===== src/rtl/tgle_pkg.sv =====
package tgle_pkg;

	localparam int QUEUE_DEPTH_DEF = 4;
	localparam int NUM_GLYPHS = 95;

	localparam logic [7:0] CODE_TAB         = 8'h09;
	localparam logic [7:0] CODE_NEWLINE     = 8'h0A;
	localparam logic [7:0] CODE_SPACE       = 8'h20;
	localparam logic [7:0] CODE_FIRST_GLYPH = 8'h21;
	localparam logic [7:0] CODE_LAST_GLYPH  = 8'h7F;
	localparam logic [6:0] INVALID_GLYPH    = 7'd94;
	localparam logic [3:0] GLYPH_HEIGHT     = 4'd9;

	typedef enum logic [0:0] {
		CMD_GLYPH = 1'b0,
		CMD_PAGE  = 1'b1
	} cmd_kind_t;

	typedef enum logic [2:0] {
		CFG_SHEET_U       = 3'd0,
		CFG_SHEET_V       = 3'd1,
		CFG_PALETTE_ID    = 3'd2,
		CFG_TEXTURE_PAGE  = 3'd3,
		CFG_TAB_STOP_LOG2 = 3'd4,
		CFG_LINE_STEP     = 3'd5,
		CFG_BLANK_STEP    = 3'd6
	} cfg_idx_t;

	typedef enum logic [1:0] {
		CLS_TAB,
		CLS_NEWLINE,
		CLS_SPACE,
		CLS_GLYPH
	} char_class_t;

	typedef struct packed {
		logic [7:0]  sheet_u;
		logic [7:0]  sheet_v;
		logic [15:0] palette_id;
		logic [15:0] texture_page;
		logic [2:0]  tab_stop_log2;
		logic [7:0]  line_step;
		logic [7:0]  blank_step;
	} cfg_t;

	typedef struct packed {
		logic [7:0]         char_code;
		logic               first_char;
		logic signed [15:0] origin_x;
		logic signed [15:0] origin_y;
		logic [15:0]        depth_slot;
		logic               last_char;
	} char_item_t;

	typedef struct packed {
		logic               cmd_kind;
		logic signed [15:0] screen_x;
		logic signed [15:0] screen_y;
		logic [7:0]         tex_u;
		logic [7:0]         tex_v;
		logic [15:0]        clut_word;
		logic [2:0]         glyph_width;
		logic [3:0]         glyph_height;
		logic [15:0]        page_word;
		logic [15:0]        slot_tag;
		logic               run_end;
	} glyph_item_t;

	// one queued work entry: an optional rectangle, an optional texpage
	typedef struct packed {
		logic               has_glyph;
		logic               has_page;
		logic signed [15:0] screen_x;
		logic signed [15:0] screen_y;
		logic [7:0]         tex_u;
		logic [7:0]         tex_v;
		logic [2:0]         glyph_width;
		logic [15:0]        slot_tag;
	} q_entry_t;

	typedef struct packed {
		logic full;
		logic empty;
	} q_stat_t;

	localparam logic [2:0] GLYPH_W [NUM_GLYPHS] = '{
		3'd2, 3'd4, 3'd6, 3'd6, 3'd6, 3'd6, 3'd2, 3'd3, 3'd3, 3'd4, 3'd6, 3'd3, 3'd6, 3'd2,
		3'd6,
		3'd6, 3'd6, 3'd6, 3'd6, 3'd6, 3'd6, 3'd6, 3'd6, 3'd6, 3'd6,
		3'd2, 3'd3, 3'd6, 3'd6, 3'd6, 3'd6, 3'd6,
		3'd6, 3'd6, 3'd6, 3'd6, 3'd6, 3'd6, 3'd6, 3'd6, 3'd4, 3'd5,
		3'd6, 3'd6, 3'd6, 3'd6, 3'd6, 3'd6, 3'd6, 3'd6, 3'd6, 3'd6, 3'd6, 3'd6, 3'd6, 3'd6,
		3'd6, 3'd6,
		3'd3, 3'd6, 3'd3, 3'd4, 3'd6, 3'd3,
		3'd6, 3'd6, 3'd6, 3'd6, 3'd6, 3'd5, 3'd6, 3'd5, 3'd2, 3'd4, 3'd5, 3'd2, 3'd6,
		3'd5, 3'd6, 3'd6, 3'd6, 3'd6, 3'd6, 3'd5, 3'd5, 3'd6, 3'd6, 3'd6, 3'd6, 3'd5,
		3'd4, 3'd2, 3'd4, 3'd6,
		3'd6
	};

	function automatic char_class_t classify(input logic [7:0] code);
		char_class_t cls;
		priority case (code)
			CODE_TAB:     cls = CLS_TAB;
			CODE_NEWLINE: cls = CLS_NEWLINE;
			CODE_SPACE:   cls = CLS_SPACE;
			default:      cls = CLS_GLYPH;
		endcase
		return cls;
	endfunction

	// high codes and stray control codes fall back to the invalid glyph
	function automatic logic [6:0] glyph_index(input logic [7:0] code);
		logic [7:0] off;
		off = code - CODE_FIRST_GLYPH;
		if (code >= CODE_FIRST_GLYPH && code <= CODE_LAST_GLYPH)
			return off[6:0];
		return INVALID_GLYPH;
	endfunction

endpackage


===== src/rtl/tgle_stream_if.sv =====
interface tgle_char_if;
	import tgle_pkg::*;

	logic       valid;
	logic       ready;
	char_item_t data;

	modport source (output valid, output data, input ready);
	modport sink (input valid, input data, output ready);
endinterface

interface tgle_glyph_if;
	import tgle_pkg::*;

	logic        valid;
	logic        ready;
	glyph_item_t data;

	modport source (output valid, output data, input ready);
	modport sink (input valid, input data, output ready);
endinterface


===== src/rtl/tgle_front.sv =====
module tgle_front (
	input  logic                clk,
	input  logic                arst_n,
	input  tgle_pkg::cfg_t      cfg,
	input  logic                in_valid,
	input  tgle_pkg::char_item_t in_data,
	output logic                in_ready,
	input  tgle_pkg::q_stat_t   q_stat,
	output logic                push,
	output tgle_pkg::q_entry_t  push_entry
);
	import tgle_pkg::*;

	logic [15:0] cursor_x_q, cursor_y_q, line_start_x_q;
	logic [15:0] cx, cy, lsx;
	logic [15:0] span_m1, cx_next, cy_next;
	logic        accept;
	char_class_t cls;
	logic [6:0]  gidx, gpos;
	logic [6:0]  gx;
	logic [5:0]  gy;
	logic [2:0]  gw;

	assign in_ready = !q_stat.full;
	assign accept   = in_valid && in_ready;

	// cursor as seen by this character
	assign cx  = in_data.first_char ? in_data.origin_x : cursor_x_q;
	assign cy  = in_data.first_char ? in_data.origin_y : cursor_y_q;
	assign lsx = in_data.first_char ? in_data.origin_x : line_start_x_q;

	assign cls  = classify(in_data.char_code);
	assign gidx = glyph_index(in_data.char_code);
	assign gpos = gidx + 7'd1;
	assign gx   = {3'd0, gpos[3:0]} * 7'd6;
	assign gy   = {3'd0, gpos[6:4]} * 6'd9;
	assign gw   = GLYPH_W[gidx];

	assign span_m1 = (16'd1 << cfg.tab_stop_log2) - 16'd1;

	always_comb begin
		cx_next = cx;
		cy_next = cy;
		unique case (cls)
			CLS_TAB:     cx_next = (cx + span_m1) & ~span_m1;
			CLS_NEWLINE: begin
				cx_next = lsx;
				cy_next = cy + {8'd0, cfg.line_step};
			end
			CLS_SPACE:   cx_next = cx + {8'd0, cfg.blank_step};
			CLS_GLYPH:   cx_next = cx + {13'd0, gw};
			default:     cx_next = cx;
		endcase
	end

	assign push = accept && ((cls == CLS_GLYPH) || in_data.last_char);

	always_comb begin
		push_entry.has_glyph   = (cls == CLS_GLYPH);
		push_entry.has_page    = in_data.last_char;
		push_entry.screen_x    = cx;
		push_entry.screen_y    = cy;
		push_entry.tex_u       = cfg.sheet_u + {1'b0, gx};
		push_entry.tex_v       = cfg.sheet_v + {2'b0, gy};
		push_entry.glyph_width = gw;
		push_entry.slot_tag    = in_data.depth_slot;
	end

	always_ff @(posedge clk or negedge arst_n) begin
		if (!arst_n) begin
			cursor_x_q     <= '0;
			cursor_y_q     <= '0;
			line_start_x_q <= '0;
		end else if (accept) begin
			cursor_x_q     <= cx_next;
			cursor_y_q     <= cy_next;
			line_start_x_q <= lsx;
		end
	end
endmodule


===== src/rtl/tgle_queue.sv =====
module tgle_queue #(
	parameter int DEPTH = tgle_pkg::QUEUE_DEPTH_DEF
) (
	input  logic               clk,
	input  logic               arst_n,
	input  logic               push,
	input  tgle_pkg::q_entry_t push_entry,
	input  logic               pop,
	output tgle_pkg::q_entry_t head,
	output tgle_pkg::q_stat_t  stat
);
	import tgle_pkg::*;

	localparam int PW = (DEPTH > 1) ? $clog2(DEPTH) : 1;
	localparam int CW = $clog2(DEPTH + 1);

	q_entry_t        mem_q [DEPTH];
	logic [PW-1:0]   wr_ptr_q, rd_ptr_q;
	logic [CW-1:0]   count_q;

	assign head       = mem_q[rd_ptr_q];
	assign stat.full  = (count_q == CW'(DEPTH));
	assign stat.empty = (count_q == '0);

	always_ff @(posedge clk) begin
		if (push)
			mem_q[wr_ptr_q] <= push_entry;
	end

	always_ff @(posedge clk or negedge arst_n) begin
		if (!arst_n) begin
			wr_ptr_q <= '0;
			rd_ptr_q <= '0;
			count_q  <= '0;
		end else begin
			if (push)
				wr_ptr_q <= (wr_ptr_q == PW'(DEPTH - 1)) ? '0 : wr_ptr_q + 1'b1;
			if (pop)
				rd_ptr_q <= (rd_ptr_q == PW'(DEPTH - 1)) ? '0 : rd_ptr_q + 1'b1;
			unique case ({push, pop})
				2'b10:   count_q <= count_q + 1'b1;
				2'b01:   count_q <= count_q - 1'b1;
				default: count_q <= count_q;
			endcase
		end
	end

`ifndef ASSERT_OFF
	a_no_overflow: assert property (@(posedge clk) disable iff (!arst_n)
		stat.full |-> !push || pop)
		else $error("queue push while full");
	a_no_underflow: assert property (@(posedge clk) disable iff (!arst_n)
		stat.empty |-> !pop)
		else $error("queue pop while empty");
`endif
endmodule


===== src/rtl/tgle_back.sv =====
module tgle_back (
	input  logic                 clk,
	input  logic                 arst_n,
	input  tgle_pkg::cfg_t       cfg,
	input  tgle_pkg::q_entry_t   head,
	input  tgle_pkg::q_stat_t    q_stat,
	output logic                 pop,
	output logic                 out_valid,
	output tgle_pkg::glyph_item_t out_data,
	input  logic                 out_ready
);
	import tgle_pkg::*;

	logic        out_valid_q;
	glyph_item_t out_q;
	logic        page_pend_q;    // rectangle of head already sent, texpage left
	logic        load, emit, send_glyph;
	glyph_item_t nxt;

	assign load       = !out_valid_q || out_ready;
	assign emit       = load && !q_stat.empty;
	assign send_glyph = head.has_glyph && !page_pend_q;
	assign pop        = emit && !(send_glyph && head.has_page);

	always_comb begin
		nxt          = '0;
		nxt.slot_tag = head.slot_tag;
		if (send_glyph) begin
			nxt.cmd_kind     = CMD_GLYPH;
			nxt.screen_x     = head.screen_x;
			nxt.screen_y     = head.screen_y;
			nxt.tex_u        = head.tex_u;
			nxt.tex_v        = head.tex_v;
			nxt.clut_word    = cfg.palette_id;
			nxt.glyph_width  = head.glyph_width;
			nxt.glyph_height = GLYPH_HEIGHT;
			nxt.run_end      = !head.has_page;
		end else begin
			nxt.cmd_kind  = CMD_PAGE;
			nxt.page_word = cfg.texture_page;
			nxt.run_end   = 1'b1;
		end
	end

	always_ff @(posedge clk or negedge arst_n) begin
		if (!arst_n) begin
			out_valid_q <= 1'b0;
			page_pend_q <= 1'b0;
		end else if (load) begin
			out_valid_q <= !q_stat.empty;
			if (emit)
				page_pend_q <= send_glyph && head.has_page;
		end
	end

	always_ff @(posedge clk) begin
		if (emit)
			out_q <= nxt;
	end

	assign out_valid = out_valid_q;
	assign out_data  = out_q;

`ifndef ASSERT_OFF
	a_pend_has_head: assert property (@(posedge clk) disable iff (!arst_n)
		page_pend_q |-> !q_stat.empty && head.has_page)
		else $error("pending texpage without queued entry");
`endif
endmodule


===== src/rtl/text_glyph_layout_engine_unit.sv =====
// Text glyph layout engine. Characters of a string enter one item per clock on
// chars while the queue is not full; each printable character leaves as one
// textured rectangle on glyphs, placed at the cursor, with sheet coordinates
// taken from the font base plus the built-in 95-glyph table (modulo 256). Tab,
// newline and space only move the cursor; codes 0x80-0xFF and stray control
// codes draw the invalid glyph. An item flagged last_char is followed by a
// texpage item, and run_end marks the final result of each character. Results
// leave one per cycle while glyphs.ready holds, so a last character (two
// results) backs up the output side; the QUEUE_DEPTH-entry queue between the
// classifier and the result sequencer absorbs that. A result passes its queue
// entry and then the output register before it is valid. Configuration is
// written through cfg_we/cfg_idx/cfg_wdata; the user must do so only while the
// block is idle, which the block does not enforce. Unknown indexes are ignored.
module text_glyph_layout_engine_unit #(
	parameter int QUEUE_DEPTH = tgle_pkg::QUEUE_DEPTH_DEF
) (
	input  logic        clk,
	input  logic        arst_n,
	input  logic        cfg_we,
	input  logic [2:0]  cfg_idx,
	input  logic [15:0] cfg_wdata,
	tgle_char_if.sink   chars,
	tgle_glyph_if.source glyphs
);
	import tgle_pkg::*;

	cfg_t     cfg_q;
	q_stat_t  q_stat;
	q_entry_t push_entry, head;
	logic     push, pop;

	// configuration registers
	always_ff @(posedge clk or negedge arst_n) begin
		if (!arst_n) begin
			cfg_q.sheet_u       <= '0;
			cfg_q.sheet_v       <= '0;
			cfg_q.palette_id    <= '0;
			cfg_q.texture_page  <= '0;
			cfg_q.tab_stop_log2 <= 3'd5;
			cfg_q.line_step     <= 8'd10;
			cfg_q.blank_step    <= 8'd4;
		end else if (cfg_we) begin
			unique case (cfg_idx_t'(cfg_idx))
				CFG_SHEET_U:       cfg_q.sheet_u       <= cfg_wdata[7:0];
				CFG_SHEET_V:       cfg_q.sheet_v       <= cfg_wdata[7:0];
				CFG_PALETTE_ID:    cfg_q.palette_id    <= cfg_wdata;
				CFG_TEXTURE_PAGE:  cfg_q.texture_page  <= cfg_wdata;
				CFG_TAB_STOP_LOG2: cfg_q.tab_stop_log2 <= cfg_wdata[2:0];
				CFG_LINE_STEP:     cfg_q.line_step     <= cfg_wdata[7:0];
				CFG_BLANK_STEP:    cfg_q.blank_step    <= cfg_wdata[7:0];
				default:           cfg_q               <= cfg_q;
			endcase
		end
	end

	// front: cursor tracking and classification, one character per cycle while the queue is not full
	tgle_front u_front (
		.clk        (clk),
		.arst_n     (arst_n),
		.cfg        (cfg_q),
		.in_valid   (chars.valid),
		.in_data    (chars.data),
		.in_ready   (chars.ready),
		.q_stat     (q_stat),
		.push       (push),
		.push_entry (push_entry)
	);

	// work queue; characters that only move the cursor enter it only when flagged last_char
	tgle_queue #(
		.DEPTH (QUEUE_DEPTH)
	) u_queue (
		.clk        (clk),
		.arst_n     (arst_n),
		.push       (push),
		.push_entry (push_entry),
		.pop        (pop),
		.head       (head),
		.stat       (q_stat)
	);

	// back: expands each entry into rectangle and/or texpage results
	tgle_back u_back (
		.clk       (clk),
		.arst_n    (arst_n),
		.cfg       (cfg_q),
		.head      (head),
		.q_stat    (q_stat),
		.pop       (pop),
		.out_valid (glyphs.valid),
		.out_data  (glyphs.data),
		.out_ready (glyphs.ready)
	);

`ifndef ASSERT_OFF
	a_last_queued: assert property (@(posedge clk) disable iff (!arst_n)
		chars.valid && chars.ready && chars.data.last_char |=> !q_stat.empty)
		else $error("last character produced no queued work");
	a_full_stalls: assert property (@(posedge clk) disable iff (!arst_n)
		q_stat.full |-> !chars.ready)
		else $error("input ready while queue full");
`endif
endmodule


===== src/flat_wrapper.sv =====
// flat-port wrapper written by rule: the top's interface ports become plain ports
module text_glyph_layout_engine_unit_flat import tgle_pkg::*;
#(
	parameter int QUEUE_DEPTH = tgle_pkg::QUEUE_DEPTH_DEF
)
  (clk, arst_n, cfg_we, cfg_idx, cfg_wdata, chars_valid, chars_data, chars_ready, glyphs_valid, glyphs_data, glyphs_ready);
  tgle_char_if chars_i ();
  tgle_glyph_if glyphs_i ();
  input  logic clk;
  input  logic arst_n;
  input  logic cfg_we;
  input  logic [2:0] cfg_idx;
  input  logic [15:0] cfg_wdata;
  input wire logic [$bits(chars_i.valid)-1:0] chars_valid;
  input wire logic [$bits(chars_i.data)-1:0] chars_data;
  output wire logic [$bits(chars_i.ready)-1:0] chars_ready;
  output wire logic [$bits(glyphs_i.valid)-1:0] glyphs_valid;
  output wire logic [$bits(glyphs_i.data)-1:0] glyphs_data;
  input wire logic [$bits(glyphs_i.ready)-1:0] glyphs_ready;
  assign chars_i.valid = chars_valid;
  assign chars_i.data = chars_data;
  assign chars_ready = chars_i.ready;
  assign glyphs_valid = glyphs_i.valid;
  assign glyphs_data = glyphs_i.data;
  assign glyphs_i.ready = glyphs_ready;
  text_glyph_layout_engine_unit #(.QUEUE_DEPTH(QUEUE_DEPTH)) u_core (.clk(clk), .arst_n(arst_n), .cfg_we(cfg_we), .cfg_idx(cfg_idx), .cfg_wdata(cfg_wdata), .chars(chars_i), .glyphs(glyphs_i));
endmodule

===== config.mk =====
export PLATFORM = sky130hd
export DESIGN_NAME = text_glyph_layout_engine_unit_flat
export DESIGN_NICKNAME = d
export VERILOG_FILES = /design/src/rtl/tgle_pkg.sv /design/src/rtl/tgle_stream_if.sv /design/src/rtl/tgle_front.sv /design/src/rtl/tgle_queue.sv /design/src/rtl/tgle_back.sv /design/src/rtl/text_glyph_layout_engine_unit.sv /design/src/flat_wrapper.sv
export SDC_FILE = /design/constraint.sdc
export NUM_CORES = 1
export LEC_CHECK = 0
export ABC_AREA = 1
export BUFFER_PORTS_ARGS = -buffer_cell sky130_fd_sc_hd__clkbuf_2
export CAP_MARGIN = 20
export CELL_PAD_IN_SITES_DETAIL_PLACEMENT = 0
export CELL_PAD_IN_SITES_GLOBAL_PLACEMENT = 1
export CORE_ASPECT_RATIO = 0.5
export CORE_MARGIN = 1.5
export CORE_UTILIZATION = 51
export DETAILED_ROUTE_END_ITERATION = 6
export GPL_TIMING_DRIVEN = 0
export MAX_ROUTING_LAYER = met4
export PLACE_DENSITY_LB_ADDON = 0.1
export SETUP_SLACK_MARGIN = 0.4
export SYNTH_ARGS = -nofsm -noshare
export SYNTH_HDL_FRONTEND = slang
export SYNTH_SLANG_ARGS = --single-unit

===== constraint.sdc =====
create_clock -name clk -period 23.1 [get_ports clk]
set_clock_uncertainty 0.05 [all_clocks]
set_input_delay 1.155 -clock clk [delete_from_list [all_inputs] [get_ports clk]]
set_output_delay 1.155 -clock clk [all_outputs]
set_load 0.01 [all_outputs]

Yosys cells after proc, flatten, opt, wreduce, memory -nomap -nowiden
Memories as Yosys holds them, arrays and structs flattened.
Index checks and enable logic that the tools add are counted.
W data, S select, Z words.

operators by class
  $add $sub $neg = 13
  $mul = 2
  magnitude comparators = 3
  eq/ne operators = 17
  shift-type cells = 1
  muxes and demuxes = 18
  bitwise operators = 3
  reduce and logical (&&, ||, !) cells = 27

operators by type and width
  operator                 count
  $mux W16                 4
  $pmux W16 S4             1
  $add A16 B8 Y16          2
  $add A16 B16 Y16         1
  $add A16 B3 Y16          1
  $and A16 B16 Y16         1
  $eq A8 B4 Y1 const B     2
  $not A16 Y16             1
  $reduce_and A2 Y1        8
  $shl A1 B3 Y16 const A   1
  $sub A16 B1 Y16 const B  1
  $mux W7                  2
  $eq A3 B3 Y1 const B     4
  $eq A2 B2 Y1 const B     5
  $add A8 B6 Y8            1
  $add A8 B7 Y8            1
  $eq A8 B6 Y1 const B     1
  $ge A8 B6 Y1 const B     1
  $ge A8 B8 Y1 const B     1
  $le A8 B7 Y1 const B     1
  $not A7 Y8               1
  $add A7 B1 Y7 const B    1
  $logic_and A1 B1 Y1      7
  $sub A7 B6 Y7 const B    1
  other kinds (19)         34

word-level totals
  register bits = 229
  RAM bits = 276
  memory bits (read-only) = 384
  input port bits = 82
  output and inout bits = 107
  word-level logic and storage cells = 112
  memories = 2

memories
  memory                words  bits a word  rd ports  clocked after memory_dff  write ports  line              source
  (name not given)      128    3            1         0                         0            tgle_front.sv:37  assign gw = GLYPH_W[gidx];
  u_core.u_queue.mem_q  4      69           1         0                         1            tgle_queue.sv:17  q_entry_t mem_q [DEPTH];

Depth between registers and ports, before layout
  word-level depth = 10
  gate-level depth with buffers = 35
  mapped depth without buffers = 35

By module
From an unflattened synthesis, not the netlist that was laid out.

unflattened totals
  cells, all modules = 2452
  area total of the unflattened synthesis = 24527.3 µm²

modules (own cells, without submodules)
  module                         times used  cells an instance  area an instance (µm²)  seq. area each (µm²)
  tgle_queue                     1           859                11705.0                 8463.1
  tgle_front                     1           994                6244.7                  1201.2
  tgle_back                      1           298                3893.7                  3113.0
  text_glyph_layout_engine_unit  1           301                2683.8                  1682.9

Least setup slack after synthesis
No wires, ideal clock.

  kind = input to register
  start point = in glyphs_ready
  end point = reg u_core.u_queue.count_q[2]
  library setup time = 0.131 ns
  data arrival time = 7.784 ns
  data required time = 22.919 ns
  slack = 15.136 ns
  stages on the path = 10
  path buffers = 0
  path through = nor2_1 -> a31oi_1 -> nand2_1 -> inv_1 -> ha_1 -> inv_1 -> fa_1 -> a21oi_1 -> o21ai_0 -> xor2_1

on the way
  word-level cells in the longest chain between the ends = 5
  elaborated cells on any way between the ends = 7
  classes of those cells = eq/ne: 2; mux: 1; reduce/logical: 4

ends and longest elaborated chain
  what                                               line                                 source
  start: declaration                                 flat_wrapper.sv:19                   input wire logic [$bits(glyphs_i.ready)-1:0] glyphs_ready;
  $logic_or A1 B1 Y1 *                               tgle_back.sv:20                      assign load = !out_valid_q || out_ready;
  $logic_and A1 B1 Y1 *                              tgle_back.sv:21                      assign emit = load && !q_stat.empty;
  net u_core.u_back.emit                             tgle_back.sv:17                      logic load, emit, send_glyph;
  $logic_and A1 B1 Y1 *                              tgle_back.sv:23                      assign pop = emit && !(send_glyph && head.has_page);
  net u_core.pop                                     text_glyph_layout_engine_unit.sv:30  logic push, pop;
  $eq A2 B1 Y1 or $eq A2 B2 Y1 (tied branches)       tgle_queue.sv:40                     unique case ({push, pop})
  $pmux W3 S2 or $reduce_bool A2 Y1 (tied branches)  -
  end signal: assignment                             tgle_queue.sv:41                     2'b10: count_q <= count_q + 1'b1;
  end signal: assignment                             tgle_queue.sv:42                     2'b01: count_q <= count_q - 1'b1;
  end signal: assignment                             tgle_queue.sv:43                     default: count_q <= count_q;
  end: declaration                                   tgle_queue.sv:19                     logic [CW-1:0] count_q;

The timed path passes the listed nets; every way through them passes the cells marked *.
A chain may end at the register's enable or synchronous reset.

Final worst setup path
  start point = in chars_data[50]
  end point = reg u_core.u_front.cursor_x_q[12]

on the way
  word-level cells in the longest chain between the ends = 10
  elaborated cells on any way between the ends = 21
  classes of those cells = add/sub: 2; order compare: 2; eq/ne: 6; mux: 7; bitwise: 1; reduce/logical: 2; memory: 1

ends and longest elaborated chain
  what                                          line                source
  start: declaration                            flat_wrapper.sv:15  input wire logic [$bits(chars_i.data)-1:0] chars_data;
  $ge A8 B6 Y1 or $le A8 B7 Y1 (tied branches)  tgle_pkg.sv:116     if (code >= CODE_FIRST_GLYPH && code <= CODE_LAST_GLYPH)
  $logic_and A1 B1 Y1                           tgle_pkg.sv:116
  $mux W1                                       tgle_pkg.sv:116
  $mux W7                                       tgle_pkg.sv:118     return INVALID_GLYPH;
  $not A7 Y8 (implied by the code)              tgle_front.sv:37
  $mem_v2 Z128 W3                               -
  $mux W3 (implied by the code) (2 in series)   tgle_front.sv:37
  $add A16 B3 Y16                               tgle_front.sv:51    CLS_GLYPH: cx_next = cx + {13'd0, gw};
  $pmux W16 S4 *                                tgle_front.sv:44    unique case (cls)
  end signal: assignment                        tgle_front.sv:75    cursor_x_q <= cx_next;
  end: declaration                              tgle_front.sv:14    logic [15:0] cursor_x_q, cursor_y_q, line_start_x_q;

Mark *: on every way between the ends. The rest lies on a longest branch, timed or not. The select of a mux whose other input is x is not followed.

==> flow_metrics.tcl <==
set metrics [dict create \
    fp.dieW_um 302.0 \
    fin_nets 2597 \
    yosys_warnings 0 \
    cpPeakStageDelay_ns 0.41 \
    synth_common_cells "378 x edfxtp_1, 350 x nor2_1, 310 x nand2_1" \
    start_util 0.5199 \
    antennaDiodeCount 0 \
    drtAntennaViolNets 0 \
    ys_seq_elements 502 \
    cts.clk_slew.worst_paths_ns 0.07 \
    grt_use_total 0.2607 \
    synthesis.instances 2184 \
    finalPower_w 0.003343 \
    syn2layout_area_growth_pct 16.26 \
    synth_top_area_frac 0.4979 \
    hold_buffers 0 \
    cts_buffers 45 \
    globalplace.congestion 0.8744 \
    ir_drop_v 0.00005479 \
    grt_antenna_before_repair 4 \
    hold_viol_final 0 \
    boundaryPins 189 \
    hold_slack_ns 0.4258 \
    seq_area_frac_synth 0.6343 \
    r2r_slack_ns 19.67 \
    die_y_um 152.5 \
    maxCapViolCount 0 \
    grt-ovfl-total 0 \
    via_per_inst 5.316 \
    totalWireLength_mm 57.77 \
    cp_max_fo 8 \
    fin_crit_ns 5.171 \
    grt_max_degree 65 \
    crit_arrival_ns 5.58 \
    hp-class "reg2reg" \
    slew_headroom 0.2469 \
    fill_cells 3673 \
    clockRootBuffer "clkbuf_16" \
    worst-setup-path-type "in2reg" \
    drv_slew 0 \
    failed_checks "design-rule violations" \
    async_flop_share 0.2470 \
    synth_most_common_cell "edfxtp_1" \
    firstDrtPassIters 7 \
    rows 54 \
    grt_pass1_vias 15540 \
    cp_slowest_cell "fa_1" \
    htree_levels 2 \
    rsz0062_at_grt "false" \
    final_util 0.6044 \
    clock_latency_ns 0.58 \
    cts_tree "built" \
    timing.final.crit_share 0.2238 \
    dr_total_vias 16300 \
    drt_iter0_markers 1215 \
    crit_top_cell "nand2_1" \
    worstMarginPinSlew_ns 1.118 \
    post-place-ws_ns 17.45 \
    netlist-cell-type-count 57 \
    synth_top_cell_by_area "edfxtp_1" \
    grt_pass1_wl_mm 88.24 \
    drive_gt1_frac 0.1473 \
    synth_edf_count 378 \
    dieArea_um2 46050 \
    post-route-drc-count 5 \
    core_area_um2 43850 \
    post_drt_wl_per_cell_um 18.84 \
    avgSynthCellArea_um2 10.44 \
    setup_slack_ns 17.93 \
    netlist_area_um2 22800 \
    port_buffers 185 \
    cts.sinks 502 \
    cts_resized 0 \
    dp_hpwl_mm 41.25 \
    critical_path_required_ns 23.51 \
    clk_path_buf_depth 3 \
    crit_path_end_kind "flip-flop" \
    cp-start-kind "input port" \
    setup_viol 0 \
    post_cts_buffers 0 \
    cellLeakagePower_nw 11.13 \
    status "complete, but fails checks" \
    synth_flop_cell "edfxtp_1" \
    power.density_nw_per_um2 126.1 \
    max_freq_mhz 193.4 \
    fin_setup_tns_ns 0 \
    synth_area_leaders "edfxtp_1 50%, dfrtp_1 13%, o21ai_0 6.2%" \
]
-- flip-flops by register name (all words and copies together) (netlist names) --
signal / count
u_core.cfg_q: 67
u_core.u_back.out_data: 102
u_core.u_back.out_valid: 1
u_core.u_back.page_pend_q: 1
u_core.u_front.cursor_x_q: 16
u_core.u_front.cursor_y_q: 16
u_core.u_front.line_start_x_q: 16
u_core.u_queue.count_q: 3
u_core.u_queue.mem_q: 276
u_core.u_queue.rd_ptr_q: 2
u_core.u_queue.wr_ptr_q: 2
-- routing by layer --
layer | routed length [µm] | vias to the layer above | share of wire | track usage
met5 | 0 | - | 0 | -
met4 | 840 | 0 | 0.015 | 0.04595
met3 | 3478 | 75 | 0.060 | 0.03707
met2 | 26920 | 432 | 0.47 | 0.4083
met1 | 26530 | 7851 | 0.46 | 0.3688
li1 | - | 7940 | - | -
-- kinds of logic (layout without fill, tap and decap cells) --
| group | count (synthesis) | in the layout | share of synthesized area |
|---|---|---|---|
| buf+inv | 306 | 596 | 0.05297 |
| simple gates | 798 | 798 | 0.1467 |
| compound gates | 474 | 474 | 0.1117 |
| flops | 502 | 502 | 0.6343 |
| xor+xnor | 30 | 30 | 0.01219 |
| fa+ha+maj | 72 | 72 | 0.04150 |
| other cells | 1 | 5 | 0.0001645 |
| mux | 1 | 1 | 0.0004391 |
-- area by class of cell --
type,instances,area (µm²),area share
Buffer,88,389.1,0.01468
Clock buffer,52,1162,0.04386
Clock inverter,30,369.1,0.01393
Inverter,218,818.3,0.03088
Multi-Input combinational cell,1380,7188,0.2712
Sequential cell,502,14460,0.5456
Tap cell,588,735.7,0.02776
Timing Repair Buffer,208,1380,0.05207
-- where the power goes --
part	internal (W)	switching, W	total [W]	leakage [nW]
logic	0.000363	0.000787	0.00115	5.30
clock network	0.000444	0.000339	0.000783	0.740
registers	0.00133	0.0000825	0.00141	5.08
total	0.00213	0.00121	0.00334	11.1
-- through the flow --
step	cell area, µm²	cells
floorplan	22810	2188
global placement	24470	2961
detailed placement	24950	2980
CTS	26480	3062
global route	26500	3066
finish	26500	3066
-- critical path: cells and delay by family --
kind	cells	cell delay (ns)
buffers and inverters	6	0.59
adders and majority gates	5	1.38
AOI/OAI and AO/OA	2	0.18
and+or+nand+nor	21	2.23
-- cell usage in the layout, fill, tap and decap left out, drive strengths merged, types with 5 or more instances in the layout --
cell      n
ha       66
bufinv    7
o21ai   295
nor2    358
fa        6
or2      15
clkbuf  290
o22ai    21
clkinv   20
xnor2    10
nand4    15
conb      5
o221ai    5
o21bai    5
inv     220
buf      58
nor3     11
dfrtp   119
nand2   319
xor2     20
a21oi   118
edfxtp  378
a31oi     9
dfstp     5
o211ai    5
nand3    73
-- path summary, 6_finish.rpt --
check | from | end | depth (start not counted)
hold / removal | u_core.u_front.cursor_y_q[14] | u_core.u_front.cursor_y_q[14] | 2
max in group asynchronous | arst_n | u_core.cfg_q[11] | 2
setup reg to reg | u_core.u_queue.rd_ptr_q[1] | u_core.u_queue.count_q[2] | 15
setup / recovery | chars_data[50] | u_core.u_front.cursor_x_q[12] | 34
hold reg to reg | u_core.u_front.cursor_y_q[14] | u_core.u_front.cursor_y_q[14] | 2
min in group asynchronous | arst_n | u_core.u_front.line_start_x_q[12] | 1
Note: power is estimated with default switching activity, not from simulation.
